`src/rtl/core/sah_pkg.sv`:
```
package sah_pkg;

  // default widths for the top-level parameters
  localparam int SAMPLE_WIDTH_DEF = 16;
  localparam int PHASE_WIDTH_DEF  = 32;

  // fixed field widths
  localparam int MOD_W   = 16;
  localparam int RATE_W  = 17;
  localparam int DEPTH_W = 16;
  localparam int GAIN_W  = 32;
  localparam int INC_SHIFT = 16;

  // configuration port
  localparam int ADDR_W = 4;
  localparam int DATA_W = 32;

  // arithmetic limits
  localparam int RATE_MIN       = 10;
  localparam int RATE_MAX       = 102400;
  localparam int DEPTH_ONE      = 32768;
  localparam int TRIG_THRESHOLD = 16384;

  // register reset values
  localparam logic [RATE_W-1:0]  BASE_RATE_RST  = RATE_W'(1024);
  localparam logic [DEPTH_W-1:0] BASE_DEPTH_RST = DEPTH_W'(32768);
  localparam logic [GAIN_W-1:0]  PHASE_GAIN_RST = GAIN_W'(5726623);

  // register indexes
  typedef enum logic [1:0] {
    REG_BASE_RATE  = 2'd0,
    REG_BASE_DEPTH = 2'd1,
    REG_PHASE_GAIN = 2'd2,
    REG_EXT_TRIG   = 2'd3
  } reg_idx_t;

endpackage

```
`src/rtl/core/sah_if.sv`:
```
// input word channel
interface sah_in_if #(
  parameter int SAMPLE_WIDTH = sah_pkg::SAMPLE_WIDTH_DEF
);
  logic                              valid;
  logic                              ready;
  logic signed [SAMPLE_WIDTH-1:0]    sample;
  logic signed [sah_pkg::MOD_W-1:0]  rate_mod;
  logic signed [sah_pkg::MOD_W-1:0]  depth_mod;
  logic signed [sah_pkg::MOD_W-1:0]  trig_level;

  modport source (output valid, sample, rate_mod, depth_mod, trig_level, input ready);
  modport sink   (input valid, sample, rate_mod, depth_mod, trig_level, output ready);
endinterface

// result word channel
interface sah_out_if #(
  parameter int SAMPLE_WIDTH = sah_pkg::SAMPLE_WIDTH_DEF
);
  logic                           valid;
  logic                           ready;
  logic signed [SAMPLE_WIDTH-1:0] held_value;
  logic                           fired;

  modport source (output valid, held_value, fired, input ready);
  modport sink   (input valid, held_value, fired, output ready);
endinterface

```
`src/rtl/core/sample_and_hold_clocked_unit.sv`:
```
// clocked sample and hold, internal phase clock or external trigger edges
// throughput: one word per cycle, three register stages (clamp, multiply, state update)
// the input side keeps accepting while a result waits, until all three stages are full
// reset (rst_n low, synchronous): pipeline empty, phase 0, held 0, trigger taken as low,
// configuration registers back to their defaults
module sample_and_hold_clocked_unit #(
  parameter int SAMPLE_WIDTH = sah_pkg::SAMPLE_WIDTH_DEF,
  parameter int PHASE_WIDTH  = sah_pkg::PHASE_WIDTH_DEF
) (
  input  logic                         clk,
  input  logic                         rst_n,
  sah_in_if.sink                       in_word,
  sah_out_if.source                    out_word,
  input  logic                         psel,
  input  logic                         penable,
  input  logic                         pwrite,
  input  logic [sah_pkg::ADDR_W-1:0]   paddr,
  input  logic [sah_pkg::DATA_W-1:0]   pwdata,
  output logic [sah_pkg::DATA_W-1:0]   prdata,
  output logic                         pready
);

  localparam int RATE_W  = sah_pkg::RATE_W;
  localparam int DEPTH_W = sah_pkg::DEPTH_W;
  localparam int GAIN_W  = sah_pkg::GAIN_W;
  localparam int MOD_W   = sah_pkg::MOD_W;
  localparam int DATA_W  = sah_pkg::DATA_W;
  localparam int MUL_W   = RATE_W + GAIN_W;
  localparam int INC_W   = MUL_W - sah_pkg::INC_SHIFT;
  localparam int SUM_W   = ((PHASE_WIDTH > INC_W) ? PHASE_WIDTH : INC_W) + 1;
  localparam int RSUM_W  = RATE_W + 2;
  localparam int DSUM_W  = DEPTH_W + 2;
  localparam int PROD_W  = SAMPLE_WIDTH + DEPTH_W + 1;

  localparam logic signed [RSUM_W-1:0] RATE_MIN_S  = RSUM_W'(sah_pkg::RATE_MIN);
  localparam logic signed [RSUM_W-1:0] RATE_MAX_S  = RSUM_W'(sah_pkg::RATE_MAX);
  localparam logic signed [DSUM_W-1:0] DEPTH_ONE_S = DSUM_W'(sah_pkg::DEPTH_ONE);
  localparam logic signed [MOD_W-1:0]  TRIG_TH_S   = MOD_W'(sah_pkg::TRIG_THRESHOLD);

  // configuration registers
  logic [RATE_W-1:0]  base_rate_r;
  logic [DEPTH_W-1:0] base_depth_r;
  logic [GAIN_W-1:0]  phase_gain_r;
  logic               ext_trig_r;

  logic                   cfg_wr;
  sah_pkg::reg_idx_t      cfg_idx;

  assign cfg_wr  = psel && penable && pwrite;
  assign cfg_idx = sah_pkg::reg_idx_t'(paddr[sah_pkg::ADDR_W-1:2]);
  assign pready  = 1'b1;

  always_ff @(posedge clk) begin
    if (!rst_n) begin
      base_rate_r  <= sah_pkg::BASE_RATE_RST;
      base_depth_r <= sah_pkg::BASE_DEPTH_RST;
      phase_gain_r <= sah_pkg::PHASE_GAIN_RST;
      ext_trig_r   <= 1'b0;
    end else if (cfg_wr) begin
      case (cfg_idx)
        sah_pkg::REG_BASE_RATE:  base_rate_r  <= pwdata[RATE_W-1:0];
        sah_pkg::REG_BASE_DEPTH: base_depth_r <= pwdata[DEPTH_W-1:0];
        sah_pkg::REG_PHASE_GAIN: phase_gain_r <= pwdata[GAIN_W-1:0];
        sah_pkg::REG_EXT_TRIG:   ext_trig_r   <= pwdata[0];
        default: ;
      endcase
    end
  end

  // register read back
  always_comb begin
    case (cfg_idx)
      sah_pkg::REG_BASE_RATE:  prdata = DATA_W'(base_rate_r);
      sah_pkg::REG_BASE_DEPTH: prdata = DATA_W'(base_depth_r);
      sah_pkg::REG_PHASE_GAIN: prdata = DATA_W'(phase_gain_r);
      sah_pkg::REG_EXT_TRIG:   prdata = DATA_W'(ext_trig_r);
      default:                 prdata = '0;
    endcase
  end

  // stage handshake: each stage loads when it is empty or the next one loads
  logic v1_r, v2_r, out_valid_r;
  logic ld1, ld2, ld3, in_acc;

  assign ld3    = !out_valid_r || out_word.ready;
  assign ld2    = !v2_r || ld3;
  assign ld1    = !v1_r || ld2;
  assign in_acc = in_word.valid && ld1;
  assign in_word.ready = ld1;

  // effective rate: base + floor(mod * 5 / 8), clamped
  logic signed [RSUM_W-1:0] rmod_x5;
  logic signed [MOD_W-1:0]  rmod_adj;
  logic signed [RSUM_W-1:0] rate_sum;
  logic [RATE_W-1:0]        rate_nxt;

  always_comb begin
    rmod_x5  = RSUM_W'(in_word.rate_mod) + (RSUM_W'(in_word.rate_mod) <<< 2);
    rmod_adj = rmod_x5[MOD_W+2:3];
    rate_sum = $signed({2'b00, base_rate_r}) + RSUM_W'(rmod_adj);
    if (rate_sum < RATE_MIN_S) begin
      rate_nxt = RATE_W'(sah_pkg::RATE_MIN);
    end else if (rate_sum > RATE_MAX_S) begin
      rate_nxt = RATE_W'(sah_pkg::RATE_MAX);
    end else begin
      rate_nxt = rate_sum[RATE_W-1:0];
    end
  end

  // effective depth: base + mod, clamped to 0..1.0
  logic signed [DSUM_W-1:0] depth_sum;
  logic [DEPTH_W-1:0]       depth_nxt;

  always_comb begin
    depth_sum = $signed({2'b00, base_depth_r}) + DSUM_W'(in_word.depth_mod);
    if (depth_sum < 0) begin
      depth_nxt = '0;
    end else if (depth_sum > DEPTH_ONE_S) begin
      depth_nxt = DEPTH_W'(sah_pkg::DEPTH_ONE);
    end else begin
      depth_nxt = depth_sum[DEPTH_W-1:0];
    end
  end

  // stage 1: clamped rate and depth, sample and trigger level compare
  logic [RATE_W-1:0]              rate1_r;
  logic [DEPTH_W-1:0]             depth1_r;
  logic signed [SAMPLE_WIDTH-1:0] sample1_r;
  logic                           high1_r;

  always_ff @(posedge clk) begin
    if (!rst_n) begin
      v1_r <= 1'b0;
    end else if (ld1) begin
      v1_r <= in_acc;
    end
  end

  always_ff @(posedge clk) begin
    if (in_acc) begin
      rate1_r   <= rate_nxt;
      depth1_r  <= depth_nxt;
      sample1_r <= in_word.sample;
      high1_r   <= (in_word.trig_level >= TRIG_TH_S);
    end
  end

  // stage 2: phase increment and scaled sample
  logic [MUL_W-1:0]               inc_full;
  logic signed [PROD_W-1:0]       prod_full;
  logic [INC_W-1:0]               inc2_r;
  logic signed [SAMPLE_WIDTH-1:0] scaled2_r;
  logic                           high2_r;

  assign inc_full  = MUL_W'(rate1_r) * MUL_W'(phase_gain_r);
  assign prod_full = PROD_W'(sample1_r) * $signed({1'b0, depth1_r});

  always_ff @(posedge clk) begin
    if (!rst_n) begin
      v2_r <= 1'b0;
    end else if (ld2) begin
      v2_r <= v1_r;
    end
  end

  always_ff @(posedge clk) begin
    if (ld2 && v1_r) begin
      inc2_r    <= inc_full[MUL_W-1:sah_pkg::INC_SHIFT];
      scaled2_r <= prod_full[SAMPLE_WIDTH+14:15];
      high2_r   <= high1_r;
    end
  end

  // stage 3: trigger decision and state update
  logic [PHASE_WIDTH-1:0]         phase_acc_r;
  logic                           trig_was_low_r;
  logic signed [SAMPLE_WIDTH-1:0] held_r;
  logic                           fired_r;
  logic [SUM_W-1:0]               phase_sum;
  logic                           fire_c;

  always_comb begin
    phase_sum = SUM_W'(phase_acc_r) + SUM_W'(inc2_r);
    if (ext_trig_r) begin
      fire_c = trig_was_low_r && high2_r;
    end else begin
      fire_c = |phase_sum[SUM_W-1:PHASE_WIDTH];
    end
  end

  always_ff @(posedge clk) begin
    if (!rst_n) begin
      out_valid_r    <= 1'b0;
      fired_r        <= 1'b0;
      phase_acc_r    <= '0;
      trig_was_low_r <= 1'b1;
      held_r         <= '0;
    end else if (ld3) begin
      out_valid_r <= v2_r;
      if (v2_r) begin
        fired_r <= fire_c;
        if (fire_c) begin
          held_r <= scaled2_r;
        end
        if (ext_trig_r) begin
          trig_was_low_r <= !high2_r;
        end else begin
          phase_acc_r <= phase_sum[PHASE_WIDTH-1:0];
        end
      end
    end
  end

  assign out_word.valid      = out_valid_r;
  assign out_word.held_value = held_r;
  assign out_word.fired      = fired_r;

`ifndef SYNTHESIS
  // input side only stalls when every stage holds a word
  a_stall_full: assert property (@(posedge clk) disable iff (!rst_n)
    !in_word.ready |-> (v1_r && v2_r && out_valid_r))
    else $error("input stalled with an empty stage");

  // held value changes only on a trigger
  a_hold: assert property (@(posedge clk) disable iff (!rst_n)
    (ld3 && v2_r && !fire_c) |=> (held_r == $past(held_r)))
    else $error("held value changed without a trigger");

  // phase is frozen in external mode
  a_phase_frozen: assert property (@(posedge clk) disable iff (!rst_n)
    (ld3 && v2_r && ext_trig_r) |=> $stable(phase_acc_r))
    else $error("phase moved in external trigger mode");

  // edge detector tracks the last level in external mode
  a_edge_track: assert property (@(posedge clk) disable iff (!rst_n)
    (ld3 && v2_r && ext_trig_r) |=> (trig_was_low_r == !$past(high2_r)))
    else $error("trigger level history not updated");
`endif

endmodule
```
`src/flat_wrapper.sv`:
```
// flat-port wrapper written by rule: the top's interface ports become plain ports
module sample_and_hold_clocked_unit_flat 
#(
  parameter int SAMPLE_WIDTH = sah_pkg::SAMPLE_WIDTH_DEF,
  parameter int PHASE_WIDTH  = sah_pkg::PHASE_WIDTH_DEF
)
  (clk, rst_n, psel, penable, pwrite, paddr, pwdata, prdata, pready, in_word_valid, in_word_sample, in_word_rate_mod, in_word_depth_mod, in_word_trig_level, in_word_ready, out_word_valid, out_word_held_value, out_word_fired, out_word_ready);
  sah_in_if #(.SAMPLE_WIDTH(SAMPLE_WIDTH)) in_word_i ();
  sah_out_if #(.SAMPLE_WIDTH(SAMPLE_WIDTH)) out_word_i ();
  input  logic clk;
  input  logic rst_n;
  input  logic psel;
  input  logic penable;
  input  logic pwrite;
  input  logic [sah_pkg::ADDR_W-1:0] paddr;
  input  logic [sah_pkg::DATA_W-1:0] pwdata;
  output logic [sah_pkg::DATA_W-1:0] prdata;
  output logic pready;
  input wire logic [$bits(in_word_i.valid)-1:0] in_word_valid;
  input wire logic [$bits(in_word_i.sample)-1:0] in_word_sample;
  input wire logic [$bits(in_word_i.rate_mod)-1:0] in_word_rate_mod;
  input wire logic [$bits(in_word_i.depth_mod)-1:0] in_word_depth_mod;
  input wire logic [$bits(in_word_i.trig_level)-1:0] in_word_trig_level;
  output wire logic [$bits(in_word_i.ready)-1:0] in_word_ready;
  output wire logic [$bits(out_word_i.valid)-1:0] out_word_valid;
  output wire logic [$bits(out_word_i.held_value)-1:0] out_word_held_value;
  output wire logic [$bits(out_word_i.fired)-1:0] out_word_fired;
  input wire logic [$bits(out_word_i.ready)-1:0] out_word_ready;
  assign in_word_i.valid = in_word_valid;
  assign in_word_i.sample = in_word_sample;
  assign in_word_i.rate_mod = in_word_rate_mod;
  assign in_word_i.depth_mod = in_word_depth_mod;
  assign in_word_i.trig_level = in_word_trig_level;
  assign in_word_ready = in_word_i.ready;
  assign out_word_valid = out_word_i.valid;
  assign out_word_held_value = out_word_i.held_value;
  assign out_word_fired = out_word_i.fired;
  assign out_word_i.ready = out_word_ready;
  sample_and_hold_clocked_unit #(.SAMPLE_WIDTH(SAMPLE_WIDTH), .PHASE_WIDTH(PHASE_WIDTH)) u_core (.clk(clk), .rst_n(rst_n), .in_word(in_word_i), .out_word(out_word_i), .psel(psel), .penable(penable), .pwrite(pwrite), .paddr(paddr), .pwdata(pwdata), .prdata(prdata), .pready(pready));
endmodule
```
`config.mk`:
```
export PLATFORM = sky130hd
export DESIGN_NAME = sample_and_hold_clocked_unit_flat
export DESIGN_NICKNAME = d
export VERILOG_FILES = /design/src/rtl/core/sah_pkg.sv /design/src/rtl/core/sah_if.sv /design/src/rtl/core/sample_and_hold_clocked_unit.sv /design/src/flat_wrapper.sv
export SDC_FILE = /design/constraint.sdc
export NUM_CORES = 2
export LEC_CHECK = 0
export ABC_AREA = 1
export BUFFER_PORTS_ARGS = -buffer_cell sky130_fd_sc_hd__buf_2
export CELL_PAD_IN_SITES_DETAIL_PLACEMENT = 0
export CELL_PAD_IN_SITES_GLOBAL_PLACEMENT = 1
export CORE_MARGIN = 3
export CORE_UTILIZATION = 25
export CTS_CLUSTER_DIAMETER = 120
export DETAILED_ROUTE_END_ITERATION = 16
export MAX_ROUTING_LAYER = met4
export PLACE_DENSITY_LB_ADDON = 0.12
export SKIP_CTS_REPAIR_TIMING = 1
export SLEW_MARGIN = 10
export SYNTH_ARGS = -nofsm -noshare
export SYNTH_HDL_FRONTEND = slang
export SYNTH_SLANG_ARGS = --single-unit
```
`constraint.sdc`:
```
create_clock -name clk -period 12.8 [get_ports clk]
set_input_delay 3.2 -clock clk [delete_from_list [all_inputs] [get_ports clk]]
set_output_delay 3.2 -clock clk [all_outputs]
set_load 0.1 [all_outputs]
```
==> results.sh <==
export IMPL_drt_iter0_markers=1419
export IMPL_critical_path_cell_list="buf_2 -> inv_1 -> nor2_2 -> inv_1 -> nor2_1 -> buf_2"
export IMPL_library_cell_with_the_largest_summed_area_after_synthesis="sky130_fd_sc_hd__fa_1"
export IMPL_total_die_area_sq_um=162000
export IMPL_detailroute_via_count=31400
export IMPL_cts_root_to_sink_buffers=3
export IMPL_setup_viol_count_final=0
export IMPL_power_internal_mw=5.27
export IMPL_synth_sequential_area_ratio=0.137
export IMPL_period_needed_ns=8.89
export IMPL_avgViaCountPerCell=4.29
export IMPL_number_of_cts_inserted_buffers=35
export IMPL_net_switching_power_mw=7.04
export IMPL_critical_path_peak_fanout=18
export IMPL_library_cell_with_the_highest_instance_count_after_synthesis="sky130_fd_sc_hd__inv_1"
export IMPL_max_clk_rate_mhz=113
export IMPL_slowest_library_cell_on_the_worst_path="sky130_fd_sc_hd__nor2_2"
export IMPL_insertion_delay_ns=0.57
export IMPL_synth_cell_types=46
export IMPL_cap_viol_max_count=0
export IMPL_routedWlPerCell_microns=17.7
export IMPL_power_ir_vdd_worst_mv=0.325
export IMPL_dieHeight_microns=402
export IMPL_detail_route_antenna_nets=0
export IMPL_buffers_and_inverters_on_the_worst_path=4
export IMPL_final_fill_count=17200
export IMPL_synthFlopType="sky130_fd_sc_hd__dfxtp_1"
export IMPL_critical_path_max_stage_delay_ns=0.80
export IMPL_cts_tree="built"
export IMPL_crit_arrival_ns=5.69
export IMPL_coreArea_sq_um=155000
export IMPL_most_frequent_cells_after_synthesis="1330 x sky130_fd_sc_hd__inv_1, 1315 x sky130_fd_sc_hd__nand2_1, 644 x sky130_fd_sc_hd__fa_1"
export IMPL_route_detailed_drc=0
export IMPL_clkSlewWorstSetupHoldPaths_ns=0.06
export IMPL_floorplan_io_pins=159
export IMPL_share_seq_of_total_power=0.106
export IMPL_postSynthRegisterBits=219
export IMPL_synth_warnings=0
export IMPL_route_final_wire_length_mm=129
export IMPL_netlist_area_leader_share=0.328
export IMPL_timing_critical_path_required_ns=9.60
export IMPL_layer_with_the_highest_usage_after_global_routing="met2"
export IMPL_hold_path_class="reg2reg"
export IMPL_place_congestion=0.820
export IMPL_cp_start_kind="input port"
export IMPL_fp_dieW_microns=402
export IMPL_finalClockSkew_ns=0.0253
export IMPL_postLayoutCoreUtil=0.280
export IMPL_nets=6300
export IMPL_grt_antenna_before_repair=5
export IMPL_global_route_usage_total=0.167
export IMPL_power_density_nw_per_um2=284
export IMPL_ys_async_sr_fraction=0
export IMPL_power_leakage_nw=23.6
export IMPL_placement_setup_worst_slack_ns=3.80
export IMPL_root_buffer="sky130_fd_sc_hd__clkbuf_16"
export IMPL_synthesis_instances=5214
export IMPL_type_of_destination_of_the_critical_path="output port"
export IMPL_power_switching_share=0.572
export IMPL_timing_final_max_slew_violations=0
export IMPL_grt_pass1_vias=34100
export IMPL_synth_nets=6275
export IMPL_floorplan_initialDensity=0.253
export IMPL_drive_gt1_frac=0.0610
export IMPL_finalSetupTns_ns=0
export IMPL_dr_pass1_iters=5
export IMPL_place_port_buffers=141
export IMPL_rsz0062_at_grt="no"
export IMPL_worst_margin_slew_ns=1.23
export IMPL_grt_max_degree=52
export IMPL_synth_enable_flop_cells=100
export IMPL_worstSetupPathType="in2out"
export IMPL_report_final_hold_viol_count=0
export IMPL_post_route_period_util=0.694
export IMPL_hold_worst_slack_ns=0.431
export IMPL_post_route_worst_setup_slack_ns=3.91
export IMPL_rows=144
export IMPL_gr_total_overflow=0
export IMPL_met1_usage_grt=0.228
export IMPL_comb_power_share=0.814
export IMPL_global_route_wire_length_before_repair_mm=205
export IMPL_ctsHtreeMaxLevel=2
export IMPL_run_status="finished, final reports clean"
export IMPL_clock_power_share=0.081
export IMPL_m2_gr_usage=0.279
export IMPL_met3_usage=0.0119
export IMPL_clock_net_sink_count=219
export IMPL_flow_area_growth_from_synthesis_pct=10.4
export IMPL_overall_power_after_layout_mw=12.3
export IMPL_hpwl_mm=105
export IMPL_synth_avg_cell_area_sq_um=7.53
export IMPL_timing_critical_path_max_delay_family="buffers and inverters"
export IMPL_cell_area_after_synthesis_sq_um=39200
export IMPL_max_slew_margin_rel=0.178
export IMPL_synth_top_cells_by_area="sky130_fd_sc_hd__fa_1 33%, sky130_fd_sc_hd__inv_1 13%, sky130_fd_sc_hd__nand2_1 13%, sky130_fd_sc_hd__ha_1 9.9%, sky130_fd_sc_hd__edfxtp_1 7.7%"
worst reg2reg max path, stage by stage, from the launching register on:
cell and delay (ns):
sky130_fd_sc_hd__edfxtp_1 0.76, sky130_fd_sc_hd__buf_4 0.44, sky130_fd_sc_hd__nand2_1 0.15, sky130_fd_sc_hd__fa_1 0.56, sky130_fd_sc_hd__inv_1 0.06, sky130_fd_sc_hd__fa_1 0.51
sky130_fd_sc_hd__fa_1 0.59, sky130_fd_sc_hd__fa_1 0.47, sky130_fd_sc_hd__fa_1 0.50, sky130_fd_sc_hd__inv_1 0.05, sky130_fd_sc_hd__fa_1 0.47, sky130_fd_sc_hd__inv_1 0.04
sky130_fd_sc_hd__ha_1 0.38, sky130_fd_sc_hd__nand2_1 0.13, sky130_fd_sc_hd__nor2_1 0.17, sky130_fd_sc_hd__inv_1 0.05, sky130_fd_sc_hd__nor2_1 0.14, sky130_fd_sc_hd__and3_1 0.16
sky130_fd_sc_hd__nand2_1 0.05, sky130_fd_sc_hd__nand3_1 0.19, sky130_fd_sc_hd__a21oi_1 0.18, sky130_fd_sc_hd__o21ai_0 0.37, sky130_fd_sc_hd__xnor2_1 0.11
kinds of logic (layout without fill, tap and decap cells):
family / after synthesis / count (layout) / synth area share
buf+inv: 1541 / 1591 / 0.148
fa+ha+maj: 954 / 954 / 0.427
simple gates: 1907 / 1907 / 0.195
flops: 219 / 219 / 0.137
compound gates: 494 / 494 / 0.0709
other cells: 1 / 3 / 0.0000955
xor+xnor: 98 / 98 / 0.0219
per-layer routing:
layer	routed length, microns	share of wire
met1	64000	0.49
met5	0	0
met2	61100	0.47
met3	2730	0.021
met4	1580	0.012
worst paths after layout:
check | startpoint | endpoint | slack [ns] | cells past startpoint
min | u_core.high1_r$_DFFE_PP_ | u_core.high2_r$_DFFE_PP_ | 0.43 | 0
max reg2reg | u_core.rate1_r[8]$_SDFFCE_PP0P_ | u_core.inc2_r[32]$_DFFE_PP_ | 6.02 | 22
max | paddr[3] | prdata[19] | 3.91 | 6
min reg2reg | u_core.high1_r$_DFFE_PP_ | u_core.high2_r$_DFFE_PP_ | 0.43 | 0
final cells by class:
cell class	instances	area [sq um]	share of cell area
flip-flops and latches	219	5390	0.124
clock inverters	18	196	0.00454
well taps	2044	2560	0.0590
diodes	2	5.00	0.000116
inverters	1333	5000	0.116
multi-input cells	3454	28100	0.648
clock buffers	44	981	0.0226
repair buffers	196	1120	0.0259
state kept, by name (all words and copies together) (netlist names), 16 cells and up:
register                    count
u_core.base_depth_r            16
u_core.depth1_r                16
u_core.phase_acc_r             32
u_core.phase_gain_r            32
u_core.scaled2_r               16
u_core.rate1_r                 17
u_core.sample1_r               16
u_core.base_rate_r             17
u_core.inc2_r                  33
u_core.out_word.held_value     16
cell usage in the layout (no fill, tap or decap), types with 4 or more instances in the layout:
master                      count
sky130_fd_sc_hd__clkinv_2       5
sky130_fd_sc_hd__nand3_1      141
sky130_fd_sc_hd__clkbuf_16     36
sky130_fd_sc_hd__buf_4         56
sky130_fd_sc_hd__o21ai_0      160
sky130_fd_sc_hd__dfxtp_1      119
sky130_fd_sc_hd__nand2_1     1315
sky130_fd_sc_hd__clkbuf_8       5
sky130_fd_sc_hd__edfxtp_1     100
sky130_fd_sc_hd__o21ai_1        5
sky130_fd_sc_hd__a21oi_1      198
sky130_fd_sc_hd__nand2_2       12
sky130_fd_sc_hd__nor2_2        28
sky130_fd_sc_hd__o211ai_1      18
sky130_fd_sc_hd__inv_1       1328
sky130_fd_sc_hd__nor3_1        21
sky130_fd_sc_hd__a21boi_0       9
sky130_fd_sc_hd__xor2_1        70
sky130_fd_sc_hd__xnor2_1       28
sky130_fd_sc_hd__buf_2        140
sky130_fd_sc_hd__a31oi_1       27
sky130_fd_sc_hd__fa_1         644
sky130_fd_sc_hd__o21bai_1      29
sky130_fd_sc_hd__or2_2         16
sky130_fd_sc_hd__ha_1         310
sky130_fd_sc_hd__nor2_1       325
sky130_fd_sc_hd__nor4_1         8
sky130_fd_sc_hd__clkinv_1       4
sky130_fd_sc_hd__a21o_1        17
sky130_fd_sc_hd__nand4_1       26
sky130_fd_sc_hd__o21a_1        12
sky130_fd_sc_hd__nand3b_1       6
sky130_fd_sc_hd__o221ai_1       4
stage by stage:
step,instances,area (sq um)
6_report,7310,43300
5_1_grt,7308,43300
4_1_cts,7308,43300
3_5_place_dp,7246,42100
3_3_place_gp,7246,42100
2_1_floorplan,5214,39200
power by group through the flow:
stage	registers [mW]	logic (mW)	clock network (mW)
2_1_floorplan	1.25	6.97	0
3_3_place_gp	1.32	10.3	0
3_5_place_dp	1.32	10.3	0
4_1_cts	1.30	10.3	1.04
5_1_grt	1.31	11.7	1.06
6_report	1.30	10.0	0.992
(Power assumes the default switching activity.)
